===== config.mk =====
export PLATFORM = sky130hd
export DESIGN_NAME = frame_luma_average_meter_core
export DESIGN_NICKNAME = d
export VERILOG_FILES = /design/src/rtl/core/flam_pkg.sv /design/src/rtl/core/flam_front.sv /design/src/rtl/core/flam_queue.sv /design/src/rtl/core/flam_back.sv /design/src/rtl/core/frame_luma_average_meter_core.sv
export SDC_FILE = /design/constraint.sdc
export NUM_CORES = 2
export LEC_CHECK = 0
export BUFFER_PORTS_ARGS = -buffer_cell sky130_fd_sc_hd__buf_2
export CORE_MARGIN = 2
export CORE_UTILIZATION = 55
export CTS_BUF_LIST = sky130_fd_sc_hd__clkbuf_8 sky130_fd_sc_hd__clkbuf_16
export CTS_CLUSTER_DIAMETER = 100
export CTS_CLUSTER_SIZE = 14
export DETAILED_ROUTE_END_ITERATION = 6
export PLACE_DENSITY = 0.71
export SLEW_MARGIN = 10
export SYNTH_ARGS = -nofsm -noshare
export SYNTH_HDL_FRONTEND = slang
export SYNTH_SLANG_ARGS = --single-unit
export TNS_END_PERCENT = 10

===== constraint.sdc =====
create_clock -name clk -period 19.3 [get_ports clk]
set_input_delay 0 -clock clk [delete_from_list [all_inputs] [get_ports clk]]
set_output_delay 0 -clock clk [all_outputs]
set_load 0.01 [all_outputs]

===== src/rtl/core/flam_pkg.sv =====
// ----------------------------------------------------------------------------
// flam_pkg
// Shared types and constants for the frame luma average meter.
// ----------------------------------------------------------------------------
`default_nettype none

package flam_pkg;

  localparam int MAX_PIXELS  = 65536;
  localparam int NUM_SENSORS = 8;

  localparam int COLOR_W  = 8;
  localparam int SENSOR_W = 3;
  localparam int MV_W     = 13;
  localparam int LUMA_W   = 24;
  localparam int CNT_W    = $clog2(MAX_PIXELS + 1);
  localparam int SUM_W    = LUMA_W + CNT_W - 1;

  localparam logic [15:0] W_RED   = 16'd19589;
  localparam logic [15:0] W_GREEN = 16'd38470;
  localparam logic [15:0] W_BLUE  = 16'd7471;

  // 2100 / 130 reduced to 210 / 13
  localparam logic [7:0]  SPAN_NUM  = 8'd210;
  localparam logic [3:0]  SPAN_DEN  = 4'd13;
  localparam int          FRAC_BITS = 16;
  localparam logic [MV_W-1:0] BASE_MV = 13'd1200;

  localparam logic OP_PIXEL = 1'b0;
  localparam logic OP_READ  = 1'b1;

  localparam logic KIND_FRAME = 1'b0;
  localparam logic KIND_READ  = 1'b1;

  localparam logic CFG_MIN_IDX = 1'b0;
  localparam logic CFG_MAX_IDX = 1'b1;

  typedef struct packed {
    logic                kind;
    logic [SENSOR_W-1:0] idx;
    logic [SUM_W-1:0]    sum;
    logic [CNT_W-1:0]    count;
  } cmd_t;

  typedef struct packed {
    logic [MV_W-1:0] min_mv;
    logic [MV_W-1:0] max_mv;
  } cfg_t;

endpackage

`default_nettype wire


===== src/rtl/core/flam_front.sv =====
// ----------------------------------------------------------------------------
// flam_front
// Accepts input transactions, accumulates pixel luma and pixel count, and
// queues a command at the end of each frame and for each read.
// ----------------------------------------------------------------------------
`default_nettype none

module flam_front (
  input  wire logic                           clk,
  input  wire logic                           rst_n,
  input  wire logic                           in_valid,
  output logic                                in_ready,
  input  wire logic                           in_operation,
  input  wire logic [flam_pkg::COLOR_W-1:0]   in_red,
  input  wire logic [flam_pkg::COLOR_W-1:0]   in_green,
  input  wire logic [flam_pkg::COLOR_W-1:0]   in_blue,
  input  wire logic                           in_last_pixel,
  input  wire logic [flam_pkg::SENSOR_W-1:0]  in_sensor_index,
  input  wire logic                           q_ready,
  output logic                                q_push,
  output flam_pkg::cmd_t                      q_cmd
);

  logic [flam_pkg::SUM_W-1:0]  sum_r, sum_nxt, sum_add;
  logic [flam_pkg::CNT_W-1:0]  count_r, count_nxt, count_add;
  logic [flam_pkg::LUMA_W:0]   luma_full;
  logic [flam_pkg::LUMA_W-1:0] luma;
  logic                        accept;
  logic                        room;

  assign in_ready = q_ready;
  assign accept   = in_valid && in_ready;

  assign luma_full = (flam_pkg::LUMA_W+1)'(in_red)
                     * (flam_pkg::LUMA_W+1)'(flam_pkg::W_RED)
                   + (flam_pkg::LUMA_W+1)'(in_green)
                     * (flam_pkg::LUMA_W+1)'(flam_pkg::W_GREEN)
                   + (flam_pkg::LUMA_W+1)'(in_blue)
                     * (flam_pkg::LUMA_W+1)'(flam_pkg::W_BLUE);
  assign luma = luma_full[flam_pkg::LUMA_W-1:0];

  assign room = (32'(count_r) < flam_pkg::MAX_PIXELS);

  always_comb begin
    sum_add   = sum_r;
    count_add = count_r;
    if (room) begin
      sum_add   = sum_r + flam_pkg::SUM_W'(luma);
      count_add = count_r + flam_pkg::CNT_W'(1);
    end
  end

  always_comb begin
    sum_nxt   = sum_r;
    count_nxt = count_r;
    q_push    = 1'b0;
    q_cmd     = '{kind: flam_pkg::KIND_READ, idx: in_sensor_index,
                  sum: sum_add, count: count_add};
    if (accept) begin
      if (in_operation == flam_pkg::OP_READ) begin
        q_push = 1'b1;
      end else begin
        q_cmd.kind = flam_pkg::KIND_FRAME;
        if (in_last_pixel) begin
          q_push    = 1'b1;
          sum_nxt   = '0;
          count_nxt = '0;
        end else begin
          sum_nxt   = sum_add;
          count_nxt = count_add;
        end
      end
    end
  end

  always_ff @(posedge clk) begin
    if (!rst_n) begin
      sum_r   <= '0;
      count_r <= '0;
    end else begin
      sum_r   <= sum_nxt;
      count_r <= count_nxt;
    end
  end

endmodule

`default_nettype wire


===== src/rtl/core/flam_queue.sv =====
// ----------------------------------------------------------------------------
// flam_queue
// Two-entry command queue between the front and back ends.
// ----------------------------------------------------------------------------
`default_nettype none

module flam_queue (
  input  wire logic            clk,
  input  wire logic            rst_n,
  input  wire logic            push,
  input  flam_pkg::cmd_t       push_cmd,
  output logic                 push_ready,
  input  wire logic            pop,
  output logic                 pop_valid,
  output flam_pkg::cmd_t       pop_cmd
);

  flam_pkg::cmd_t entry_r [2];
  logic           wr_ptr_r, wr_ptr_nxt;
  logic           rd_ptr_r, rd_ptr_nxt;
  logic [1:0]     fill_r, fill_nxt;
  logic           do_push, do_pop;

  assign push_ready = (fill_r != 2'd2);
  assign pop_valid  = (fill_r != 2'd0);
  assign pop_cmd    = entry_r[rd_ptr_r];
  assign do_push    = push && push_ready;
  assign do_pop     = pop && pop_valid;

  always_comb begin
    wr_ptr_nxt = do_push ? ~wr_ptr_r : wr_ptr_r;
    rd_ptr_nxt = do_pop  ? ~rd_ptr_r : rd_ptr_r;
    fill_nxt   = fill_r + 2'(do_push) - 2'(do_pop);
  end

  always_ff @(posedge clk) begin
    if (do_push) begin
      entry_r[wr_ptr_r] <= push_cmd;
    end
  end

  always_ff @(posedge clk) begin
    if (!rst_n) begin
      wr_ptr_r <= 1'b0;
      rd_ptr_r <= 1'b0;
      fill_r   <= 2'd0;
    end else begin
      wr_ptr_r <= wr_ptr_nxt;
      rd_ptr_r <= rd_ptr_nxt;
      fill_r   <= fill_nxt;
    end
  end

endmodule

`default_nettype wire


===== src/rtl/core/flam_back.sv =====
// ----------------------------------------------------------------------------
// flam_back
// Executes queued commands: computes the frame voltage with a radix-2
// divider, checks the bounds, updates the readings and drives the result.
// ----------------------------------------------------------------------------
`default_nettype none

module flam_back (
  input  wire logic                           clk,
  input  wire logic                           rst_n,
  input  flam_pkg::cfg_t                      cfg,
  input  wire logic                           q_valid,
  input  flam_pkg::cmd_t                      q_cmd,
  output logic                                q_pop,
  output logic                                out_valid,
  input  wire logic                           out_ready,
  output logic                                out_result_kind,
  output logic [flam_pkg::SENSOR_W-1:0]       out_sensor_id,
  output logic [flam_pkg::MV_W-1:0]           out_voltage_mv,
  output logic                                out_accepted,
  output logic [flam_pkg::MV_W-1:0]           out_stored_mv
);

  localparam int NUM_W  = flam_pkg::SUM_W + 8 - flam_pkg::FRAC_BITS;
  localparam int PROD_W = flam_pkg::SUM_W + 8;
  localparam int DEN_W  = flam_pkg::CNT_W + 4;
  localparam int QUO_W  = flam_pkg::MV_W;
  localparam int STEP_W = $clog2(QUO_W);
  localparam int TRY_W  = NUM_W + 2;

  localparam logic [2:0] ST_IDLE = 3'd0;
  localparam logic [2:0] ST_MUL  = 3'd1;
  localparam logic [2:0] ST_DIV  = 3'd2;
  localparam logic [2:0] ST_FIN  = 3'd3;
  localparam logic [2:0] ST_OUT  = 3'd4;

  logic [2:0]                 state_r, state_nxt;
  flam_pkg::cmd_t             cmd_r;
  logic [NUM_W-1:0]           rem_r, rem_nxt;
  logic [DEN_W-1:0]           den_r, den_nxt;
  logic [QUO_W-1:0]           quo_r, quo_nxt;
  logic [STEP_W-1:0]          step_r, step_nxt;
  logic [flam_pkg::MV_W-1:0]  volt_r, volt_nxt;
  logic                       ok_r, ok_nxt;
  logic [flam_pkg::MV_W-1:0]  readings_r [flam_pkg::NUM_SENSORS];
  logic                       out_valid_r;
  logic                       out_kind_r;
  logic [flam_pkg::SENSOR_W-1:0] out_id_r;
  logic [flam_pkg::MV_W-1:0]  out_volt_r, out_stored_r;
  logic                       out_ok_r;

  logic [PROD_W-1:0]          prod;
  logic [TRY_W-1:0]           trial;
  logic                       quo_bit;
  logic                       in_range;
  logic [flam_pkg::MV_W-1:0]  stored_cur;
  logic                       load;

  assign in_range   = (32'(cmd_r.idx) < flam_pkg::NUM_SENSORS);
  assign stored_cur = in_range ? readings_r[cmd_r.idx] : '0;
  assign load       = (state_r == ST_OUT) && (!out_valid_r || out_ready);
  assign q_pop      = (state_r == ST_IDLE) && q_valid;

  assign prod    = PROD_W'(cmd_r.sum) * PROD_W'(flam_pkg::SPAN_NUM);
  assign trial   = {2'b00, rem_r} - (TRY_W'(den_r) << step_r);
  assign quo_bit = ~trial[TRY_W-1];

  always_comb begin
    state_nxt = state_r;
    rem_nxt   = rem_r;
    den_nxt   = den_r;
    quo_nxt   = quo_r;
    step_nxt  = step_r;
    volt_nxt  = volt_r;
    ok_nxt    = ok_r;
    unique case (state_r)
      ST_IDLE: begin
        if (q_valid) begin
          state_nxt = (q_cmd.kind == flam_pkg::KIND_READ) ? ST_OUT : ST_MUL;
          volt_nxt  = '0;
          ok_nxt    = 1'b0;
        end
      end
      ST_MUL: begin
        rem_nxt   = prod[PROD_W-1:flam_pkg::FRAC_BITS];
        den_nxt   = DEN_W'(cmd_r.count) * DEN_W'(flam_pkg::SPAN_DEN);
        quo_nxt   = '0;
        step_nxt  = STEP_W'(QUO_W - 1);
        state_nxt = ST_DIV;
      end
      ST_DIV: begin
        quo_nxt = {quo_r[QUO_W-2:0], quo_bit};
        if (quo_bit) begin
          rem_nxt = trial[NUM_W-1:0];
        end
        step_nxt = step_r - STEP_W'(1);
        if (step_r == '0) begin
          state_nxt = ST_FIN;
        end
      end
      ST_FIN: begin
        volt_nxt  = flam_pkg::BASE_MV + quo_r;
        ok_nxt    = (volt_nxt >= cfg.min_mv) && (volt_nxt <= cfg.max_mv) && in_range;
        state_nxt = ST_OUT;
      end
      ST_OUT: begin
        if (load) begin
          state_nxt = ST_IDLE;
        end
      end
      default: begin
        state_nxt = ST_IDLE;
      end
    endcase
  end

  always_ff @(posedge clk) begin
    if (q_pop) begin
      cmd_r <= q_cmd;
    end
    rem_r  <= rem_nxt;
    den_r  <= den_nxt;
    quo_r  <= quo_nxt;
    step_r <= step_nxt;
    volt_r <= volt_nxt;
    ok_r   <= ok_nxt;
    if (load) begin
      out_kind_r   <= cmd_r.kind;
      out_id_r     <= cmd_r.idx;
      out_volt_r   <= volt_r;
      out_ok_r     <= ok_r;
      out_stored_r <= ok_r ? volt_r : stored_cur;
    end
  end

  always_ff @(posedge clk) begin
    if (!rst_n) begin
      state_r     <= ST_IDLE;
      out_valid_r <= 1'b0;
      for (int i = 0; i < flam_pkg::NUM_SENSORS; i++) begin
        readings_r[i] <= '0;
      end
    end else begin
      state_r <= state_nxt;
      if (load) begin
        out_valid_r <= 1'b1;
      end else if (out_ready) begin
        out_valid_r <= 1'b0;
      end
      if (load && ok_r) begin
        readings_r[cmd_r.idx] <= volt_r;
      end
    end
  end

  assign out_valid       = out_valid_r;
  assign out_result_kind = out_kind_r;
  assign out_sensor_id   = out_id_r;
  assign out_voltage_mv  = out_volt_r;
  assign out_accepted    = out_ok_r;
  assign out_stored_mv   = out_stored_r;

endmodule

`default_nettype wire


===== src/rtl/core/frame_luma_average_meter_core.sv =====
// ----------------------------------------------------------------------------
// frame_luma_average_meter_core
// Accumulates BT.601 luma over a frame and converts the mean to a voltage
// reading per sensor, with bounds check and a per-sensor readings store.
// ----------------------------------------------------------------------------
//   Channel  Direction  Handshake             Payload
//   in_      input      in_valid/in_ready     operation, rgb, last, sensor
//   out_     output     out_valid/out_ready   kind, sensor, voltage, accepted, stored
//   cfg_     input      cfg_valid/cfg_ready   cfg_index, cfg_data
//
// Input is taken one per cycle while the queue has room.
// The back end runs a frame end through multiply, radix-2 divide, finish and
// output, a read straight to output. A two-entry queue decouples the two ends.
// Synchronous reset clears the accumulator, readings and control state.
// A stalled output holds its result; the queue takes two more commands, then
// input stalls.
// ----------------------------------------------------------------------------
`default_nettype none

module frame_luma_average_meter_core (
  input  wire logic                           clk,
  input  wire logic                           rst_n,
  input  wire logic                           in_valid,
  output logic                                in_ready,
  input  wire logic                           in_operation,
  input  wire logic [flam_pkg::COLOR_W-1:0]   in_red,
  input  wire logic [flam_pkg::COLOR_W-1:0]   in_green,
  input  wire logic [flam_pkg::COLOR_W-1:0]   in_blue,
  input  wire logic                           in_last_pixel,
  input  wire logic [flam_pkg::SENSOR_W-1:0]  in_sensor_index,
  output logic                                out_valid,
  input  wire logic                           out_ready,
  output logic                                out_result_kind,
  output logic [flam_pkg::SENSOR_W-1:0]       out_sensor_id,
  output logic [flam_pkg::MV_W-1:0]           out_voltage_mv,
  output logic                                out_accepted,
  output logic [flam_pkg::MV_W-1:0]           out_stored_mv,
  input  wire logic                           cfg_valid,
  output logic                                cfg_ready,
  input  wire logic                           cfg_index,
  input  wire logic [flam_pkg::MV_W-1:0]      cfg_data
);

  flam_pkg::cfg_t cfg_r;
  flam_pkg::cmd_t push_cmd, pop_cmd;
  logic           push, push_ready, pop, pop_valid;

  assign cfg_ready = 1'b1;

  always_ff @(posedge clk) begin
    if (!rst_n) begin
      cfg_r.min_mv <= 13'd1000;
      cfg_r.max_mv <= 13'd3500;
    end else if (cfg_valid && cfg_ready) begin
      unique case (cfg_index)
        flam_pkg::CFG_MIN_IDX: cfg_r.min_mv <= cfg_data;
        flam_pkg::CFG_MAX_IDX: cfg_r.max_mv <= cfg_data;
        default: cfg_r <= cfg_r;
      endcase
    end
  end

  flam_front u_front (
    .clk             (clk),
    .rst_n           (rst_n),
    .in_valid        (in_valid),
    .in_ready        (in_ready),
    .in_operation    (in_operation),
    .in_red          (in_red),
    .in_green        (in_green),
    .in_blue         (in_blue),
    .in_last_pixel   (in_last_pixel),
    .in_sensor_index (in_sensor_index),
    .q_ready         (push_ready),
    .q_push          (push),
    .q_cmd           (push_cmd)
  );

  flam_queue u_queue (
    .clk        (clk),
    .rst_n      (rst_n),
    .push       (push),
    .push_cmd   (push_cmd),
    .push_ready (push_ready),
    .pop        (pop),
    .pop_valid  (pop_valid),
    .pop_cmd    (pop_cmd)
  );

  flam_back u_back (
    .clk             (clk),
    .rst_n           (rst_n),
    .cfg             (cfg_r),
    .q_valid         (pop_valid),
    .q_cmd           (pop_cmd),
    .q_pop           (pop),
    .out_valid       (out_valid),
    .out_ready       (out_ready),
    .out_result_kind (out_result_kind),
    .out_sensor_id   (out_sensor_id),
    .out_voltage_mv  (out_voltage_mv),
    .out_accepted    (out_accepted),
    .out_stored_mv   (out_stored_mv)
  );

  a_frame_floor: assert property (@(posedge clk) disable iff (!rst_n)
    out_valid && (out_result_kind == flam_pkg::KIND_FRAME)
    |-> out_voltage_mv >= flam_pkg::BASE_MV)
    else $error("frame voltage below base");

  a_read_zero: assert property (@(posedge clk) disable iff (!rst_n)
    out_valid && (out_result_kind == flam_pkg::KIND_READ)
    |-> (out_voltage_mv == '0) && !out_accepted)
    else $error("read reply carries frame fields");

  a_accept_store: assert property (@(posedge clk) disable iff (!rst_n)
    out_valid && out_accepted
    |-> (out_stored_mv == out_voltage_mv) && (out_voltage_mv >= cfg_r.min_mv)
        && (out_voltage_mv <= cfg_r.max_mv))
    else $error("accepted voltage not stored or out of bounds");

endmodule

`default_nettype wire

==> metrics.md <==
| Metric | Value |
|---|---|
| Hold Path Class | `in -> reg` |
| Hold WS | `0.0580 ns` |
| H-tree depth | `2` |
| Gr usage total | `0.223` |
| Crit Path Max Fanout | `17` |
| Syn_nets | `4238` |
| Via-per-instance ratio | `5.40` |
| Die footprint | `around 70000 um2` |
| Crit start category | `input pin` |
| Area of the mapped netlist | `37300 um2` |
| Drt first-iter violations | `1542` |
| Worst slew margin relative to its limit | `0.333` |
| Distinct cells, synth | `just under 80` |
| Drt wl/cell | `16.7 um` |
| Post-route DRC | `0` |
| Die Wd | `264 um` |
| Later-pin clock latency in the skew report | `0.57 ns` |
| Synth area leaders | `edfxtp_1 32%, ha_1 14%, fa_1 11%` |
| Sequential area share after synthesis | `0.375` |
| Worst-margin pin slew | `1.00 ns` |
| Top-area cell type share of the netlist area | `0.324` |
| Worst path slowest cell | `or4_1` |
| # diodes | `0` |
| FF-to-FF Start | `u_back.step_r[2]` |
| Setup Skew | `0.0228 ns` |
| Worst setup path class | `in -> reg` |
| Final Core Density | `0.596` |
| Vias in the first global route | `24.5k` |
| Data required, critical path | `19.79 ns` |
| CTS tree | `done` |
| Initial Utilization | `0.555` |
| Multi-input logic area | `20400 um2` |
| Gpl congestion | `~0.91` |
| Initial antenna violation count | `2` |
| Setup TNS | `0 ns` |
| Fin. max-slew vios | `0` |
| Fin cells | `~4.5k` |
| Core Box Area | `67200 um2` |
| Crit path time final | `~8.5 ns` |
| Post-CTS sizing | `0` |
| Die height | `approximately 260 um` |
| CP most frequent cell | `fa_1` |
| Crit path arrival time | `8.97 ns` |
| CP Launch Point | `in_green[6]` |
| Routed WL | `~76 mm` |
| Layout cells sized above 1 | `0.0809` |
| CP endpoint kind | `flop` |
| Area leader, netlist | `edfxtp_1` |
| Commonest register cell after synthesis | `edfxtp_1` |
| Syn avg cell area | `10.4 um2` |
| Number of buffers created by CTS | `41` |
| RSZ-0062 raised after global routing | `false` |
| Number of flops mapped to enable cells by yosys | `between 400 and 500` |
| Post-synth top cells | `671 x inv_1, 421 x ha_1, 402 x edfxtp_1` |
| Detailed placer's ending HPWL | `58.2 mm` |
| Hold Crit Start | `in_last_pixel` |
| Maximum clock path buffer count | `3` |
| Most frequent cell after synthesis | `inv_1` |
| Warnings from Yosys | `0` |
| Worst path max stage delay | `0.61 ns` |
| Storage element area | `14000 um2` |
| Fmax | `~120 MHz` |
| Worst-path clk slew | `0.07 ns` |
| Fill cells | `5504` |
| 1st-pass router iterations | `5` |
| Max cap viols | `0` |
| Area Growth Syn to Fin | `7.37%` |
| GRT Residual Overflow | `0` |
| Clock Sinks | `497` |
| Post-Synthesis Cells | `3573` |
| Vias | `24.5k` |
| Status | `complete, no violations` |
| Setup-failing EPs final | `0` |
| Final worst path period share | `0.439` |
| First-pass GRT wire length | `126 mm` |
| Cell Count Post-Placement | `~4.4k` |
| NumNets Final | `4306` |
| Post-DRT Antenna Nets | `0` |
| I/O Buffers | `80` |
| Final hold vios | `0` |
| Clk root buf | `clkbuf_16` |
| Site row count | `95` |
| Io pins | `82` |
| Largest net degree at the start of global routing | `63` |
| Async SR Flop Fraction | `0` |
| Register bit total from synthesis | `497` |
==> placed cells by master (no fill, tap or decap), types with 108 or more instances in the layout <==
cell type,count
a21oi_1,136
and2_1,148
edfxtp_1,402
fa_1,196
ha_1,421
inv_1,700
nand2_1,238
nor2_1,127
o21ai_0,140
xnor2_1,108
==> final cells by class <==
class | count | share of cell area
clock buffers | 42 | 0.0260
inverters | 673 | 0.0631
multi-input cells | 2301 | 0.510
clock inverters | 33 | 0.00416
repair buffers | 127 | 0.0203
well taps | 873 | 0.0273
flip-flops and latches | 497 | 0.349
==> metal layers <==
layer | GRT usage | up-vias | wire, um
li1 | - | 12250 | -
met1 | 0.301 | 11785 | 35200
met2 | 0.384 | 420 | 36300
met3 | 0.0268 | 94 | 2980
met4 | 0.0525 | 0 | 1620
met5 | 0 | - | 0
==> sequential cells by signal (all words and copies together) (netlist names), 2 cells and up, named ones only <==
signal                 count
u_back.out_sensor_id       3
cfg_r                     26
u_front.sum_r             40
u_back.cmd_r              61
u_queue.fill_r             2
u_back.readings_r        104
u_back.den_r              21
u_back.quo_r              13
u_back.out_stored_mv      13
u_back.out_voltage_mv     13
u_front.count_r           17
u_back.volt_r             13
u_queue.entry_r          122
u_back.step_r              4
u_back.state_r             3
u_back.rem_r              32
==> stage by stage <==
| step | area (um2) | worst slack (ns) |
|---|---|---|
| floorplan | 37300 | 11.08 |
| global placement | 38600 | 10.37 |
| detailed placement | 38600 | 10.23 |
| CTS | 40000 | 10.82 |
| global route | 40000 | 10.05 |
| finish | 40000 | 10.82 |
==> cells by family after synthesis <==
logic type,Yosys count,share of synthesized area
and+or+nand+nor,784,0.106
buffers and inverters,775,0.0784
adders and majority gates,617,0.247
AOI/OAI and AO/OA,588,0.103
DFF,497,0.375
xor gates and xnor gates,165,0.0388
muxes,146,0.0525
other,1,0.000101
==> worst paths after layout <==
| path | slack (ns) | to | cells past startpoint |
|---|---|---|---|
| worst min-delay path | 0.06 | u_queue.wr_ptr_r | 5 |
| worst min register to register | 0.45 | u_back.out_result_kind | 0 |
| worst max-delay path | 10.82 | u_front.sum_r[27] | 37 |
| worst max register to register | 13.78 | u_back.rem_r[3] | 15 |
==> worst max-delay path, delay by kind of cell <==
family	cells	cell delay [ns]
fa+ha+maj	10	4.38
simple gates	9	2.15
buf+inv	6	0.43
xor+xnor	2	0.25
compound gates	10	1.75
==> repair_timing <==
action / in CTS / in global routing
setup buffers: 0 / 0
hold buffers: 23 / 0
endpoints found under the hold margin: 53 / 0
Power is left out: the tool's default activity adds up to more than one toggle a clock period on the data nets, which glitch-free logic cannot reach.
